--- src/hw/rtl/pls_pkg.sv ---
package pls_pkg;

    localparam int CAPACITY = 64;
    localparam int DATA_W   = 32;
    localparam int CNT_W    = $clog2(CAPACITY + 1);
    localparam int POS_W    = 7;
    localparam int VAL_W    = 32;
    localparam int TOT_W    = 7;
    localparam int CMP_W    = (CNT_W > POS_W) ? CNT_W : POS_W;

    typedef enum logic [2:0] {
        OP_READ,
        OP_WRITE,
        OP_INS_AT,
        OP_INS_FRONT,
        OP_INS_BACK,
        OP_REM_AT,
        OP_REM_FRONT,
        OP_REM_BACK
    } op_t;

    typedef enum logic [1:0] {
        ST_OK,
        ST_RANGE,
        ST_EMPTY,
        ST_FULL
    } status_t;

    typedef enum logic [1:0] {
        CELL_HOLD,
        CELL_WRITE,
        CELL_INSERT,
        CELL_REMOVE
    } cell_op_t;

    typedef struct packed {
        cell_op_t          op;
        logic [CMP_W-1:0]  pos;
        logic [DATA_W-1:0] data;
    } cell_cmd_t;

    typedef struct packed {
        logic             rd_en;
        logic [CMP_W-1:0] rd_pos;
        logic             has_back;
        logic [CMP_W-1:0] back_pos;
    } cell_tap_t;

    typedef struct packed {
        logic [2:0]              operation;
        logic [POS_W-1:0]        position;
        logic signed [VAL_W-1:0] value;
    } req_t;

    typedef struct packed {
        logic signed [VAL_W-1:0] read_value;
        logic [1:0]              status;
        logic [TOT_W-1:0]        element_total;
        logic                    is_empty;
        logic signed [VAL_W-1:0] front_value;
        logic signed [VAL_W-1:0] back_value;
    } rsp_t;

    function automatic logic [DATA_W-1:0] to_cell(input logic signed [VAL_W-1:0] x);
        logic signed [63:0] w;
        w = 64'(x);
        return w[DATA_W-1:0];
    endfunction

    function automatic logic signed [VAL_W-1:0] from_cell(input logic [DATA_W-1:0] v);
        logic signed [63:0] w;
        w = 64'(signed'(v));
        return w[VAL_W-1:0];
    endfunction

endpackage

--- src/hw/rtl/pls_cell.sv ---
module pls_cell
    import pls_pkg::*;
(
    input  logic              clk,
    input  cell_cmd_t         cmd,
    input  cell_tap_t         tap,
    input  logic [CMP_W-1:0]  idx,
    input  logic [DATA_W-1:0] left,
    input  logic [DATA_W-1:0] right,
    output logic [DATA_W-1:0] val,
    output logic [DATA_W-1:0] rd_tap,
    output logic [DATA_W-1:0] back_tap
);

    logic [DATA_W-1:0] val_reg;
    logic [DATA_W-1:0] val_next;

    always_comb
    begin
        val_next = val_reg;
        case (cmd.op)
            CELL_WRITE:
            begin
                if (idx == cmd.pos)
                begin
                    val_next = cmd.data;
                end
            end
            CELL_INSERT:
            begin
                if (idx > cmd.pos)
                begin
                    val_next = left;
                end
                else if (idx == cmd.pos)
                begin
                    val_next = cmd.data;
                end
            end
            CELL_REMOVE:
            begin
                if (idx >= cmd.pos)
                begin
                    val_next = right;
                end
            end
            default:
            begin
                val_next = val_reg;
            end
        endcase
    end

    always_ff @(posedge clk)
    begin
        val_reg <= val_next;
    end

    assign val      = val_reg;
    assign rd_tap   = (tap.rd_en && (idx == tap.rd_pos)) ? val_reg : '0;
    assign back_tap = (tap.has_back && (idx == tap.back_pos)) ? val_reg : '0;

endmodule

--- config.mk ---
export PLATFORM = sky130hd
export DESIGN_NAME = pls_cell
export DESIGN_NICKNAME = d
export VERILOG_FILES = /design/src/hw/rtl/pls_pkg.sv /design/src/hw/rtl/pls_cell.sv
export SDC_FILE = /design/constraint.sdc
export NUM_CORES = 1
export LEC_CHECK = 0
export ABC_AREA = 1
export BUFFER_PORTS_ARGS = -buffer_cell sky130_fd_sc_hd__buf_2
export CORE_ASPECT_RATIO = 1.5
export CORE_UTILIZATION = 35
export DETAILED_ROUTE_END_ITERATION = 8
export GPL_ROUTABILITY_DRIVEN = 0
export GPL_TIMING_DRIVEN = 0
export PLACE_DENSITY_LB_ADDON = 0.25
export SYNTH_ARGS = -nofsm -noshare
export SYNTH_HDL_FRONTEND = slang
export SYNTH_SLANG_ARGS = --single-unit
--- constraint.sdc ---
create_clock -name clk -period 11.6 [get_ports clk]
set_input_delay 2.32 -clock clk [delete_from_list [all_inputs] [get_ports clk]]
set_output_delay 2.32 -clock clk [all_outputs]
set_load 0.02 [all_outputs]
==> results.ini <==
[yosys]
syn_avg_cell_area_um2 = 6.15
ys_ff_latch = 32
mappedNetlistArea_um2 = 3070
synth-seq-area-share_pct = 31.3
synth_xor_xnor_area_share_pct = 0.857
synth_top_area_cell = edfxtp_1
synth_area_leaders = edfxtp_1 31%, nand2_1 19%, nand3_1 11%
synth_top_family_by_area = simple AND/OR/NAND/NOR gates
netlist.area_leader.share_pct = 31.3
synthMuxAreaShare_pct = 0
synth_compound_area_share_pct = 7.75
synth_fa_ha_area_share_pct = 3.67
synthSimpleGateAreaFrac_pct = 39.7
syn-instance-count = 499
ys_warn_count = 0
syn_nets = 637
synth_cell_types = 28

[floorplanning]
core_area_um2 = 8460
dieArea_um2 = 9150
rows = 41
start_util_pct = 36.2
dieWidth_um = 78.4
io_pins = 225
die_h_um = 117

[critical_path]
arrival_ns = 3.74
r2r_start = val[14]
critPathLaunchType = primary input
crit_top_cell = buf_2
required_ns = 9.28
worstPathCellList = buf_2, xnor2_1, nand2_1, nor3_1, nand3_1, buf_2, nor2_1, buf_2
crit_start = idx[4]
slowest_stage = buf_2
end_kind = output pin
path_max_fanout = 10
max_stage_delay_ns = 0.31
critPathKind = primary input to output pin

[detailed_routing]
firstDrtPassIters = 7
drc_errors = 0
antenna_left = 0
wl_mm = 11.3
vias = 3950
drt_iter0_markers = 150
wl_per_cell_um = 13.5
vias_per_cell = 4.71

[global_routing]
grt_pass1_vias = 3652
grt_pass1_wl_mm = 17.2
antenna_found_initial = 0
overflow = 0
grt_max_degree = 23
gr-usage-all-layers_pct = 24.5

[timing]
setup_tns_ns = 0
rsz0062_at_grt = no
max_freq_mhz = 165
tightestPinTransition_ns = 0.527
finalMaxSlewViolations = 0
clock_skew_ns = 0
max-slew-margin-rel_pct = 64.9
finalCritPeriodShare_pct = 52.2
fin_crit_ns = 6.06
finalHoldViolCount = 0
setup_viol = 0

[min_path]
min-delay-start = val[7]
hold_path_class = register to register

[pwr]
p_per_area_nw_per_um2 = 98.2
vdd_ir_drop_max_mv = 0.0605
total_power_mw = 0.441
p_leak_nw = 2.70

[clock_network]
cts_tree = done
clockRootBuffer = clkbuf_16
post-cts-setup-buffers = 0
cts_sinks = 32
cts_hold_buf = 0
cts_buffers = 5
clock_latency_ns = 0.27
cts.htree.levels = 2
clock_path_buffers = 2
clk_pin_slew_ns = 0.05
cts-resized-gates = 0

[final_layout]
antenna_cells = 0
nNetsFinal = 869
final_common_cell = buf_2
syn2layout_area_growth_pct = 46.6
drive_above_1_share_pct = 36.0
largest_reg_flops = 32
mostFrequentLayoutCells = 236 x buf_2, 152 x nand2_1, 85 x inv_1, 67 x nor2_1, 66 x nand3_1

[place]
numPortBuffers = 224
dp_hpwl_mm = 8.99

[run_status]
status = completed

[run]
maxCapViolCount = 0

layout make-up:
type	count	area, um2
plain buffers	29	188
clock buffers	6	129
clock inverters	1	5.00
fillers	932	3970
inverters	86	323
multi-input cells	352	1610
flip-flops and latches	32	961
well taps	107	134
repair buffers	225	1150
final timing paths:
kind	end	slack (ns)	cells after the start
setup reg to reg	val[14]	10.58	4
hold reg to reg	val[7]	0.77	4
setup / recovery	back_tap[23]	5.54	8
hold / removal	val[7]	0.77	4
routing by layer:
layer / GRT usage, % / share of wire [%] / vias up / wire (um)
li1: - / - / 2009 / -
met1: 26.8 / 39 / 1764 / 4470
met2: 48.0 / 53 / 161 / 6060
met3: 3.20 / 5.3 / 16 / 606
met4: 7.78 / 1.8 / 0 / 200
met5: 0 / 0 / - / 0
worst max-delay path: cells and delay by family:
| kind | cells | cell delay [ns] |
|---|---|---|
| AND/OR/NAND/NOR | 4 | 0.62 |
| XOR/XNOR | 1 | 0.16 |
| buffers and inverters | 3 | 0.63 |
kinds of logic (layout without fill, tap and decap cells):
family | after synthesis | count (layout)
adder cells (fa/ha/maj) | 9 | 9
AO/OA/AOI/OAI | 45 | 45
XOR/XNOR | 3 | 3
buffers and inverters | 115 | 347
flip-flops | 32 | 32
AND/OR/NAND/NOR | 295 | 295
cells in the mapped netlist:
master and count:
nand2_1 152, inv_1 85, nor2_1 67, nand3_1 66, edfxtp_1 32, o21ai_0 22, o21ai_1 15, buf_2 12
ha_1 9, buf_6 7, clkbuf_1 4, a21oi_1 3, buf_1 3, buf_4 3, or2_2 3, nand2_2 2
nand4_1 2, xnor2_1 2, a21oi_2 1, inv_2 1, nor2_2 1, nor2_4 1, nor3_1 1, o211ai_1 1
o21a_1 1, o21bai_1 1, o22ai_1 1, xor2_1 1
where the power goes:
part / internal (mW) / switching [mW] / leakage [nW] / total [mW]
Clock: 0.0779 / 0.0466 / 0.0667 / 0.125
Sequential: 0.152 / 0.00894 / 0.313 / 0.161
Combinational: 0.0590 / 0.0970 / 2.32 / 0.156
metrics by stage:
step                      hold slack [ns]  setup WS, ns  utilization (%)  std cells  cell area [um2]
final                               0.770          5.54             53.1        838             4490
after global routing                0.831          5.45             53.1        838             4490
after CTS                           0.768          5.53             53.1        838             4490
after detailed placement            0.752          5.53             51.5        831             4360
after global placement              0.742          4.43             51.1        830             4320
after floorplan                     0.875          5.97                -        499             3070
Note: power is estimated with default switching activity, not from simulation.
